$ cat src/design/pid_bitmap_allocator_defines.svh
// assertion macros for the pid bitmap allocator
// used by pid_bitmap_allocator.sv, the rtl file that carries concurrent checks; no other dependencies
`ifndef PID_BITMAP_ALLOCATOR_DEFINES_SVH
`define PID_BITMAP_ALLOCATOR_DEFINES_SVH

`ifndef SYNTH
`define PBA_ASSERT(lbl, clk, rst_n, expr) \
	lbl: assert property (@(posedge clk) disable iff (!rst_n) (expr)) \
		else $error("pba assertion failed");
`define PBA_ASSERT_NEXT(lbl, clk, rst_n, ante, cons) \
	lbl: assert property (@(posedge clk) disable iff (!rst_n) (ante) |=> (cons)) \
		else $error("pba assertion failed");
`else
`define PBA_ASSERT(lbl, clk, rst_n, expr)
`define PBA_ASSERT_NEXT(lbl, clk, rst_n, ante, cons)
`endif

`endif

$ cat src/design/pba_pkg.sv
// shared types and constants for the pid bitmap allocator
// no dependencies
`default_nettype none

package pba_pkg;

	localparam int ID_W = 15;

	localparam logic [1:0] ST_GRANTED   = 2'd0;
	localparam logic [1:0] ST_EXHAUSTED = 2'd1;
	localparam logic [1:0] ST_RELEASED  = 2'd2;
	localparam logic [1:0] ST_IGNORED   = 2'd3;

	localparam logic FUNC_ALLOC   = 1'b0;
	localparam logic FUNC_RELEASE = 1'b1;

	localparam logic [ID_W-1:0] BASE_RESET = 15'd300;

	typedef struct packed {
		logic load;
		logic rd_en;
		logic chk;
	} pba_cmd_t;

	typedef struct packed {
		logic s1_vld;
		logic fin;
	} pba_stat_t;

endpackage

`default_nettype wire

$ cat src/design/pid_bitmap_allocator.sv
// a new start is taken only while idle; release reads the addressed bitmap word,
// checks it and registers the result; allocate checks one word a cycle from word 0
// to the first with a free slot or word WORDS-1, WORDS = ceil(POOL_SIZE/32);
// reset: async, all slots free at once through per-word valid flags, base 300;
// results are a one-cycle done strobe that the receiver cannot stall
`default_nettype none
`include "pid_bitmap_allocator_defines.svh"

module pid_bitmap_allocator #(
	parameter int POOL_SIZE = 512
) (
	input  wire logic                    clk,
	input  wire logic                    arst_n,
	input  wire logic                    start,
	output logic                         busy,
	input  wire logic                    func,
	input  wire logic [pba_pkg::ID_W-1:0] release_id,
	input  wire logic                    cfg_we,
	input  wire logic [pba_pkg::ID_W-1:0] cfg_wdata,
	output logic                         done,
	output logic [1:0]                   status,
	output logic [pba_pkg::ID_W-1:0]     granted_id
);
	import pba_pkg::*;

	pba_cmd_t  cmd;
	pba_stat_t stat;

	pba_ctrl u_ctrl (
		.clk    (clk),
		.arst_n (arst_n),
		.start  (start),
		.stat   (stat),
		.cmd    (cmd),
		.busy   (busy)
	);

	pba_datapath #(
		.POOL_SIZE (POOL_SIZE)
	) u_dp (
		.clk        (clk),
		.arst_n     (arst_n),
		.cmd        (cmd),
		.func       (func),
		.release_id (release_id),
		.cfg_we     (cfg_we),
		.cfg_wdata  (cfg_wdata),
		.stat       (stat),
		.done       (done),
		.status     (status),
		.granted_id (granted_id)
	);

	`PBA_ASSERT(a_done_idle, clk, arst_n, !done || !busy)
	`PBA_ASSERT_NEXT(a_accept_busy, clk, arst_n, start && !busy, busy)
	`PBA_ASSERT_NEXT(a_done_single, clk, arst_n, done, !done)
	`PBA_ASSERT(a_id_zero, clk, arst_n, !done || status == ST_GRANTED || granted_id == '0)

endmodule

`default_nettype wire

$ cat src/design/pba_ctrl.sv
// controller state machine for the pid bitmap allocator
// depends on pba_pkg for the command and status structs
`default_nettype none

module pba_ctrl (
	input  wire logic              clk,
	input  wire logic              arst_n,
	input  wire logic              start,
	input  wire pba_pkg::pba_stat_t stat,
	output pba_pkg::pba_cmd_t      cmd,
	output logic                   busy
);
	import pba_pkg::*;

	typedef enum logic {
		S_IDLE,
		S_RUN
	} state_t;

	state_t state_q;
	logic   busy_q;

	always_ff @(posedge clk or negedge arst_n) begin
		if (!arst_n) begin
			state_q <= S_IDLE;
			busy_q  <= 1'b0;
		end else begin
			case (state_q)
				S_IDLE: begin
					if (start) begin
						state_q <= S_RUN;
						busy_q  <= 1'b1;
					end
				end
				S_RUN: begin
					if (stat.s1_vld && stat.fin) begin
						state_q <= S_IDLE;
						busy_q  <= 1'b0;
					end
				end
				default: begin
					state_q <= S_IDLE;
					busy_q  <= 1'b0;
				end
			endcase
		end
	end

	assign cmd.load  = (state_q == S_IDLE) && start;
	assign cmd.rd_en = (state_q == S_RUN);
	assign cmd.chk   = (state_q == S_RUN) && stat.s1_vld;
	assign busy      = busy_q;

endmodule

`default_nettype wire

$ cat src/design/pba_datapath.sv
// datapath: bitmap word memory with per-word valid flags, first-free scan,
// release lookup and result registers; depends on pba_pkg
`default_nettype none

module pba_datapath #(
	parameter int POOL_SIZE = 512
) (
	input  wire logic                    clk,
	input  wire logic                    arst_n,
	input  wire pba_pkg::pba_cmd_t       cmd,
	input  wire logic                    func,
	input  wire logic [pba_pkg::ID_W-1:0] release_id,
	input  wire logic                    cfg_we,
	input  wire logic [pba_pkg::ID_W-1:0] cfg_wdata,
	output pba_pkg::pba_stat_t           stat,
	output logic                         done,
	output logic [1:0]                   status,
	output logic [pba_pkg::ID_W-1:0]     granted_id
);
	import pba_pkg::*;

	localparam int WORDS  = (POOL_SIZE + 31) / 32;
	localparam int AW     = (WORDS > 1) ? $clog2(WORDS) : 1;
	localparam int SLOT_W = AW + 5;
	localparam logic [AW-1:0] LAST_W = AW'(WORDS - 1);

	logic [31:0]     mem [WORDS];
	logic [WORDS-1:0] wvld_q;

	logic [ID_W-1:0] base_q;
	logic            func_q;
	logic [ID_W-1:0] rid_q;
	logic [AW-1:0]   cnt_q;

	logic            rd_vld_s1;
	logic [AW-1:0]   addr_s1;
	logic [31:0]     rdata_s1;
	logic            wvld_s1;

	logic            done_q;
	logic [1:0]      status_q;
	logic [ID_W-1:0] gid_q;

	logic [ID_W:0]   diff;
	logic            oor;
	logic [SLOT_W-1:0] rel_slot;
	logic [AW-1:0]   rel_word;
	logic [4:0]      rel_bit;
	logic [AW-1:0]   raddr;

	logic [31:0]     word_eff;
	logic [31:0]     free_bits;
	logic            free_any;
	logic [4:0]      free_idx;
	logic [SLOT_W-1:0] slot;
	logic [ID_W:0]   id_sum;
	logic            slot_ok;
	logic            bit_set;
	logic            fin;

	logic            we;
	logic [31:0]     wdata;
	logic [1:0]      res_status;
	logic [ID_W-1:0] res_id;

	// release lookup
	assign diff     = {1'b0, rid_q} - {1'b0, base_q};
	assign oor      = diff[ID_W] || (diff[ID_W-1:0] >= ID_W'(POOL_SIZE));
	assign rel_slot = diff[SLOT_W-1:0];
	assign rel_word = rel_slot[SLOT_W-1:5];
	assign rel_bit  = rel_slot[4:0];
	assign raddr    = (func_q == FUNC_RELEASE) ? rel_word : cnt_q;

	// first free slot of the checked word
	assign word_eff  = wvld_s1 ? rdata_s1 : 32'd0;
	assign free_bits = ~word_eff;
	assign free_any  = |free_bits;

	always_comb begin
		free_idx = 5'd0;
		for (int k = 31; k >= 0; k--) begin
			if (free_bits[k]) begin
				free_idx = 5'(k);
			end
		end
	end

	assign slot    = {addr_s1, free_idx};
	assign id_sum  = {1'b0, base_q} + (ID_W+1)'(slot);
	assign slot_ok = (ID_W'(slot) < ID_W'(POOL_SIZE)) && !id_sum[ID_W];
	assign bit_set = word_eff[rel_bit];

	assign fin = (func_q == FUNC_RELEASE) || free_any || (addr_s1 == LAST_W);

	always_comb begin
		we         = 1'b0;
		wdata      = word_eff;
		res_status = ST_IGNORED;
		res_id     = '0;
		if (func_q == FUNC_ALLOC) begin
			if (free_any && slot_ok) begin
				we         = cmd.chk;
				wdata      = word_eff | (32'd1 << free_idx);
				res_status = ST_GRANTED;
				res_id     = id_sum[ID_W-1:0];
			end else begin
				res_status = ST_EXHAUSTED;
			end
		end else begin
			if (!oor && bit_set) begin
				we         = cmd.chk;
				wdata      = word_eff & ~(32'd1 << rel_bit);
				res_status = ST_RELEASED;
			end
		end
	end

	assign stat.s1_vld = rd_vld_s1;
	assign stat.fin    = fin;

	// bitmap memory
	always_ff @(posedge clk) begin
		if (we) begin
			mem[addr_s1] <= wdata;
		end
		if (cmd.rd_en) begin
			rdata_s1 <= mem[raddr];
		end
	end

	always_ff @(posedge clk or negedge arst_n) begin
		if (!arst_n) begin
			wvld_q <= '0;
		end else if (we) begin
			wvld_q[addr_s1] <= 1'b1;
		end
	end

	always_ff @(posedge clk or negedge arst_n) begin
		if (!arst_n) begin
			base_q    <= BASE_RESET;
			cnt_q     <= '0;
			rd_vld_s1 <= 1'b0;
			done_q    <= 1'b0;
		end else begin
			if (cfg_we) begin
				base_q <= cfg_wdata;
			end
			if (cmd.load) begin
				cnt_q <= '0;
			end else if (cmd.rd_en && (cnt_q != LAST_W)) begin
				cnt_q <= cnt_q + AW'(1);
			end
			rd_vld_s1 <= cmd.rd_en;
			done_q    <= cmd.chk && fin;
		end
	end

	always_ff @(posedge clk) begin
		if (cmd.load) begin
			func_q <= func;
			rid_q  <= release_id;
		end
		if (cmd.rd_en) begin
			addr_s1 <= raddr;
			wvld_s1 <= wvld_q[raddr];
		end
		if (cmd.chk && fin) begin
			status_q <= res_status;
			gid_q    <= res_id;
		end
	end

	assign done       = done_q;
	assign status     = status_q;
	assign granted_id = gid_q;

endmodule

`default_nettype wire
$ cat config.mk
export PLATFORM = sky130hd
export DESIGN_NAME = pid_bitmap_allocator
export DESIGN_NICKNAME = d
export VERILOG_FILES = /design/src/design/pba_pkg.sv /design/src/design/pid_bitmap_allocator.sv /design/src/design/pba_ctrl.sv /design/src/design/pba_datapath.sv
export VERILOG_INCLUDE_DIRS = /design/src /design/src/design
export SDC_FILE = /design/constraint.sdc
export NUM_CORES = 1
export LEC_CHECK = 0
export ABC_CLOCK_PERIOD_IN_PS = 12800
export BUFFER_PORTS_ARGS = -buffer_cell sky130_fd_sc_hd__buf_2
export CAP_MARGIN = 15
export CORE_MARGIN = 5
export CORE_UTILIZATION = 65
export CTS_CLUSTER_DIAMETER = 200
export CTS_CLUSTER_SIZE = 8
export DETAILED_ROUTE_END_ITERATION = 6
export PLACE_DENSITY = 0.83
export SLEW_MARGIN = 10
export SYNTH_ARGS = -nofsm -noshare
export SYNTH_HDL_FRONTEND = slang
export SYNTH_SLANG_ARGS = --single-unit
export TNS_END_PERCENT = 30
$ cat constraint.sdc
create_clock -name clk -period 12.8 [get_ports clk]
set_clock_uncertainty 0.2 [all_clocks]
set_input_delay 0.64 -clock clk [delete_from_list [all_inputs] [get_ports clk]]
set_output_delay 0.64 -clock clk [all_outputs]
set_load 0.02 [all_outputs]
# Word-level counts from Yosys, hierarchy flattened
# Memory sizes are Yosys's and may differ from the RTL's. A register that Yosys moved wholly into a read port is not among the register bits.
# Cells that the tools add are included.
# totals
register_bits	77
ram_bits	512
inputBits	35
out_inout_bits	19
n_memories	1
# memory_table
memory	depth	word_bits	read_ports	rd_clocked_by_memory_dff	write_ports	line	source
u_dp.mem	16	32	1	1	1	pba_datapath.sv:27	logic [31:0] mem [WORDS];
# op_classes
addsub	3
order_cmp	5
eq_ne	4
shifts	2
muxes	59
n_bitwise	7
n_reduce_logical	17
# ops
operator	n
2-to-1 mux 5 bit	32
2-to-1 mux 32 bit	4
NOT 32 bit	2
left shift 1 x 5 -> 32 bit, first input constant	2
AND 32 bit	1
bitwise OR 32 bit	1
OR reduction 32 bit	1
adder 15 x 9 -> 16 bit	1
bitwise OR 16 bit	1
subtractor 15 x 15 -> 16 bit	1
greater-or-equal comparator 15 x 10 -> 1 bit, second input constant	1
2-to-1 mux 1 bit	14
2-to-1 mux 4 bit	3
less-than comparator 4 x 5 -> 1 bit, second input constant	2
logical AND 1 bit	8
less-than comparator 5 x 6 -> 1 bit, second input constant	1
binary-select mux 1 bit (select 5 bit)	1
adder 4 x 1 -> 4 bit, second input constant	1
binary-select mux 1 bit (select 4 bit)	1
demux 1 bit (select 4 bit)	1
equality test 4 bit, second input constant	1
greater-or-equal comparator 4 x 1 -> 1 bit, second input constant	1
inequality test 2 bit, second input constant	2
inequality test 4 bit, second input constant	1
8 further kinds	13

# Longest topological paths before layout
# depth
word_depth	41
ltp_mapped	18
mapped_depth_nobuf	15

# Modules after synthesis
# A second synthesis with hierarchy kept.
# unflattened
hier_cells	2091
area_unflattened_um2	27234.9
# modules_own_cells
module	n_inst	cells_each	area_each_um2	seq_area_each_um2
pba_datapath	1	2082	27138.5	18407.7
pba_ctrl	1	9	96.3	50.0

# Worst setup path before layout
# Ideal clock, no wire load.
# synth_timing
path_kind	reg-to-reg
from	reg u_dp.rid_q[0]
to	mem u_dp.mem[12][0], enable pin
arrival_time_ns	6.032
setup_slack_ns	6.066
stages_incl_launch_ff	14
path_buffers	1
synth_period_minus_slack_ns	6.734
cell_sequence	edfxtp_1 inv_1 ha_1 inv_1 fa_1 a211oi_2 o21ai_1 nand2_1 nor4b_1 a31o_2 or4_4 o21a_1 buf_2 nor4_1
# synth_between
elab_chain_len	9
# synth_lines
item	line	source
start, declared	pba_datapath.sv:32	logic [ID_W-1:0] rid_q;
start signal, assigned	pba_datapath.sv:162	rid_q <= release_id;
subtractor 15 x 15 -> 16 bit (*)	pba_datapath.sv:67	assign diff = {1'b0, rid_q} - {1'b0, base_q};
greater-or-equal comparator 15 x 10 -> 1 bit	pba_datapath.sv:68	assign oor = diff[ID_W] || (diff[ID_W-1:0] >= ID_W'(POOL_SIZE));
logical OR 1 bit	pba_datapath.sv:68	
zero test 1 bit	pba_datapath.sv:110	if (!oor && bit_set) begin
logical AND 1 bit (*)	pba_datapath.sv:110	
2-to-1 mux 1 bit (*)	pba_datapath.sv:110	
2-to-1 mux 1 bit (*)	pba_datapath.sv:100	if (func_q == FUNC_ALLOC) begin
2-to-1 mux 1 bit (*)	pba_datapath.sv:123	if (we) begin
2-to-1 mux 1 bit (not written as such) (*)	pba_datapath.sv:124	mem[addr_s1] <= wdata;
end, declared	pba_datapath.sv:27	
# Every way passes the cells marked *; elsewhere a longest branch is shown, timed or not. The select of a mux whose other input is x is not followed.

# Worst setup path after layout
# layout_timing
from	reg u_dp.wvld_s1
to	mem u_dp.mem[0][5], enable pin
# layout_between
elab_chain_len	41
# layout_lines
item	line	source
start, declared	pba_datapath.sv:38	logic wvld_s1;
start signal, assigned	pba_datapath.sv:166	wvld_s1 <= wvld_q[raddr];
2-to-1 mux 32 bit (*)	pba_datapath.sv:75	assign word_eff = wvld_s1 ? rdata_s1 : 32'd0;
NOT 32 bit	pba_datapath.sv:76	assign free_bits = ~word_eff;
2-to-1 mux 5 bit (32 in series)	pba_datapath.sv:82	if (free_bits[k]) begin
adder 15 x 9 -> 16 bit	pba_datapath.sv:89	assign id_sum = {1'b0, base_q} + (ID_W+1)'(slot);
zero test 1 bit	pba_datapath.sv:90	assign slot_ok = (ID_W'(slot) < ID_W'(POOL_SIZE)) && !id_sum[ID_W];
logical AND 1 bit	pba_datapath.sv:101	if (free_any && slot_ok) begin
2-to-1 mux 1 bit	pba_datapath.sv:101	
2-to-1 mux 1 bit (*)	pba_datapath.sv:100	
2-to-1 mux 1 bit (*)	pba_datapath.sv:123	
2-to-1 mux 1 bit (not written as such) (*)	pba_datapath.sv:124	
# Marks and branches as above.

==> metrics list <==
- In this run the tightest slew margin relative to its limit is 0.2682.
- The first global-routing pass estimated 99,030 microns of wire.
- Entering global routing, the biggest net connects 77 pins.
- Final #Nets: 1,956
- Clock power share: 0.285
* R2r worst-path depth: 19
* Yosys cell types: 65
- Adding up every negative setup slack in the final design gives 0 ns.
* Width of the die: 213.5 microns
- Run status: finished, final reports clean
- In this run the count of I/O pins placed on the die edge is 54.
- Detail Route Antenna Nets: 0
- Of the total power, the share spent switching nets is 0.3441.
- Final setup violation count: 0
- Among all flip-flop cells after synthesis, the most frequent one is sky130_fd_sc_hd__edfxtp_1.
- The number of hold violations in the final report is 0.
* Core Rows: 74
* Net switching power figure: 2.493 mW
- Cell accounting for the most synthesized area: sky130_fd_sc_hd__edfxtp_1
- Counting flops with a built-in enable in the synthesized netlist gives 582.
- The worst setup path is of the reg2reg kind.
- Measured on the finished design, the core utilization comes to 0.7418.
* Synth Cell Area: 26,920 sq um
* RSZ-0062 raised after global routing: false
* Worst IR Drop VDD: 0.0001781 V
* Net count of the mapped netlist: 1,866
- Relative contribution of sequential cells to total power: 0.402
- Final Wtd Congestion: 0.9600
* Share of post-route cells with drive strength above 1: 0.1491
- In the synthesized netlist, the number of instances is 1,805.
- CTS saw 621 sinks.
- The first detailed-routing pass took 6 iterations.
- Skew-Pair Late Insertion Delay: 0.62 ns
- Post-synth top area share: 0.6492
- Count of fill cells added during filler insertion: 2,399
- Proportion of power drawn by combinational gates: 0.313
* Final period demand of the worst path: 5.960 ns
* Worst setup EP type: register
* Final period util: 0.4656
* Area occupied by multi-input gates: 8033 sq um
- At the worst endpoint, the required time is 12.84 ns.
- The via count of the first global-routing pass was 16,700.
- After floorplanning, the core was sized to cover 40,920 sq um.
* Slowest CP cell: sky130_fd_sc_hd__buf_4
- The die is 213.5 microns tall.
* Clock transition at the registers of the reported paths: 0.06 ns
* First DRT Iteration DRCs: 2,221
- The internal portion of the total power is 4.751 mW.
- Maximum fanout along the worst path: 42
* Total leakage power: 10.99 nW
- In the global route stage, overall resource usage came out at 0.2904.
- The min-delay analysis places its worst path in the category in2async.
- For the pin with the worst max-slew slack, the measured transition is 1.095 ns.
- The cell that appears most often on the critical path is sky130_fd_sc_hd__buf_4.
- Root buffer cell: sky130_fd_sc_hd__clkbuf_16
* Post-detailed-placement cell area: 27,840 sq um
* Total power draw: 7.244 mW
- Ranking of synthesized cells by area: sky130_fd_sc_hd__edfxtp_1, sky130_fd_sc_hd__mux2i_1, sky130_fd_sc_hd__dfrtp_1, sky130_fd_sc_hd__mux2_2, sky130_fd_sc_hd__o21ai_0
- Inserted Diodes: 0
- Traced cell by cell, the critical path runs through buf_4 > nand3_1 > nor4_1 > o21ai_0 > nand3_1 > nand2_1 > inv_1 > ha_1 > o21a_1 > o21a_1 > and3_1 > nor2_1 > or3_1 > o21ai_0 > buf_4 > o21a_1 > buf_4 > nor4_2 > buf_4.
- Vias: 16,550
* Post CTS Setup Buffer Count: 0
* Initial Utilization: 0.6579
- After detailed routing, the average wire length per cell comes to 26.88 microns.
- Number of buffer cells added on primary ports: 53
- Design Area, Final: 30,360 sq um
- The initial antenna violation count was 1.
* Type of origin of the critical path: register
- The synthesized design contains 621 register bits.
* Number of buffers on the longest clock path: 3
- Yosys printed 0 warnings.
- Sum of overflow across all layers after global routing: 0
- The final number of max-transition violations is 0.
- From synthesis to final layout, the design area changed by 12.76%.
* Placed wire-length estimate: 39,930 microns
- Remaining design rule violation count: 0
- The floorplan step defined a die boundary enclosing 45,590 sq um.
- Of all flip-flops after synthesis, the portion carrying an async set or reset was 0.06280.
- Highest attainable clock frequency: 167.8 MHz
- Clock buffer count from CTS: 87
- Data arrival time of the critical path: 6.00 ns
- The final layout contains routed wiring with a total length of 66,210 microns.
- Using the TritonRoute via totals, the vias-per-cell ratio works out to 6.721.
- For this design the ratio of total power to cell area is 238.6 nW/um^2.
- TritonCTS built the clock tree.
- Area used by sequential logic in the layout: 18,460 sq um
- Average cell area after synthesis: 14.92 sq um
- Critical Path Max Stage Delay: 0.53 ns
* Sequential share of the synthesized area: 0.6856
- Number of levels the H-tree was split into: 3
- Across the run, the number of max-cap violations was 0.
## power groups by stage
stage / Sequential (mW) / Combinational (mW) / Clock (mW)
after floorplan: 2.90 / 1.49 / 0
after global placement: 2.93 / 2.16 / 0
after detailed placement: 2.94 / 2.21 / 0
after CTS: 2.90 / 2.23 / 2.09
after global routing: 2.92 / 2.42 / 2.18
final: 2.91 / 2.27 / 2.07
## state kept, by name, summed over array words and instances, names as in the netlist, 2 cells and up
name,flops
u_dp.mem,512
u_dp.granted_id,15
u_dp.status,2
u_dp.cnt_q,4
u_dp.rdata_s1,32
u_dp.wvld_q,16
u_dp.base_q,15
u_dp.rid_q,15
u_dp.addr_s1,4
## layout by cell type, fill, tap and decap left out, types with 20 or more instances in the layout
cell                          n
sky130_fd_sc_hd__edfxtp_1   582
sky130_fd_sc_hd__mux2i_1    266
sky130_fd_sc_hd__nand2_1    142
sky130_fd_sc_hd__o21ai_0    113
sky130_fd_sc_hd__clkbuf_16   89
sky130_fd_sc_hd__mux2_2      66
sky130_fd_sc_hd__buf_2       53
sky130_fd_sc_hd__inv_1       46
sky130_fd_sc_hd__nor2_1      46
sky130_fd_sc_hd__o21a_1      38
sky130_fd_sc_hd__o221ai_1    36
sky130_fd_sc_hd__dfrtp_1     34
sky130_fd_sc_hd__a22oi_1     33
sky130_fd_sc_hd__buf_4       32
sky130_fd_sc_hd__a21oi_1     31
sky130_fd_sc_hd__clkbuf_1    31
sky130_fd_sc_hd__ha_1        25
sky130_fd_sc_hd__o31ai_1     22
sky130_fd_sc_hd__nand3_1     20
## final timing paths
check | start | to | slack [ns]
worst min register to register | u_dp.wvld_q[4]$_DFFE_PN0P_ | u_dp.wvld_q[4]$_DFFE_PN0P_ | 0.26
worst max-delay path | u_dp.wvld_s1$_DFFE_PP_ | u_dp.mem[0][5]$_DFFE_PP_ | 6.84
min in group clk | release_id[14] | u_dp.rid_q[14]$_DFFE_PP_ | 0.02
worst min-delay path | arst_n | u_ctrl.state_q$_DFF_PN0_ | 0.009
worst max register to register | u_dp.wvld_s1$_DFFE_PP_ | u_dp.mem[0][5]$_DFFE_PP_ | 6.84
max in group asynchronous | arst_n | u_ctrl.state_q$_DFF_PN0_ | 11.72
## synthesized netlist by cell type, types with 9 or more instances
library cell	instances
sky130_fd_sc_hd__and2_1	11
sky130_fd_sc_hd__ha_1	25
sky130_fd_sc_hd__nor2_1	48
sky130_fd_sc_hd__and3_1	13
sky130_fd_sc_hd__o221ai_1	36
sky130_fd_sc_hd__buf_2	22
sky130_fd_sc_hd__nand3_1	20
sky130_fd_sc_hd__o21ai_0	113
sky130_fd_sc_hd__nor2b_1	10
sky130_fd_sc_hd__o211ai_1	9
sky130_fd_sc_hd__clkbuf_1	56
sky130_fd_sc_hd__nor3_1	23
sky130_fd_sc_hd__mux2i_1	266
sky130_fd_sc_hd__or3_1	9
sky130_fd_sc_hd__a32o_1	16
sky130_fd_sc_hd__a21oi_1	31
sky130_fd_sc_hd__mux2_2	66
sky130_fd_sc_hd__inv_1	46
sky130_fd_sc_hd__edfxtp_1	582
sky130_fd_sc_hd__nand2_1	143
sky130_fd_sc_hd__buf_1	15
sky130_fd_sc_hd__dfrtp_1	35
sky130_fd_sc_hd__a22oi_1	33
sky130_fd_sc_hd__o21a_1	38
sky130_fd_sc_hd__o31ai_1	22
## per-layer routing
| metal | global-route usage | wire length [microns] | vias to the layer above |
|---|---|---|---|
| met1 | 0.4040 | 26110 | 8193 |
| met4 | 0.1066 | 2389 | 0 |
| met3 | 0.06247 | 6528 | 182 |
| met2 | 0.4625 | 31180 | 971 |
| li1 | - | - | 7207 |
| met5 | 0 | 0 | - |
## cell families after synthesis
group,synth area share
xor gates and xnor gates,0.005763
muxes,0.1325
adders and majority gates,0.01236
AOI/OAI and AO/OA,0.08914
buffers and inverters,0.02040
DFF,0.6856
and+or+nand+nor,0.05424
## repair_timing
item	in CTS	in global routing
endpoints found under the setup margin	0	0
endpoints found under the hold margin	9	0
hold buffers	9	0
gates resized for setup	0	0
## final cells by class
cell class                      count  share of cell area
Sequential cell                   621              0.6081
Clock buffer                      120             0.07720
Tap cell                          532             0.02193
Timing Repair Buffer               94             0.01962
Inverter                           46            0.005688
Clock inverter                      5            0.002885
Multi-Input combinational cell   1045              0.2646
## worst max-delay path: cells and delay by family, from the launching register on
family	cells	cell delay, ns
buffers and inverters	5	1.73
AO/OA/AOI/OAI	5	0.87
AND/OR/NAND/NOR	8	2.00
flip-flops	1	0.33
adder cells (fa/ha/maj)	1	0.36
## metrics by stage
step	hold slack, ns	worst slack, ns	cells
finish	0.008843	6.840	2463
detailed placement	0.2373	6.979	2329
global placement	0.2338	6.958	2329
global route	0.006397	6.499	2463
floorplan	0.1444	6.066	1805
CTS	0.002434	6.932	2463
(Power assumes the default switching activity.)
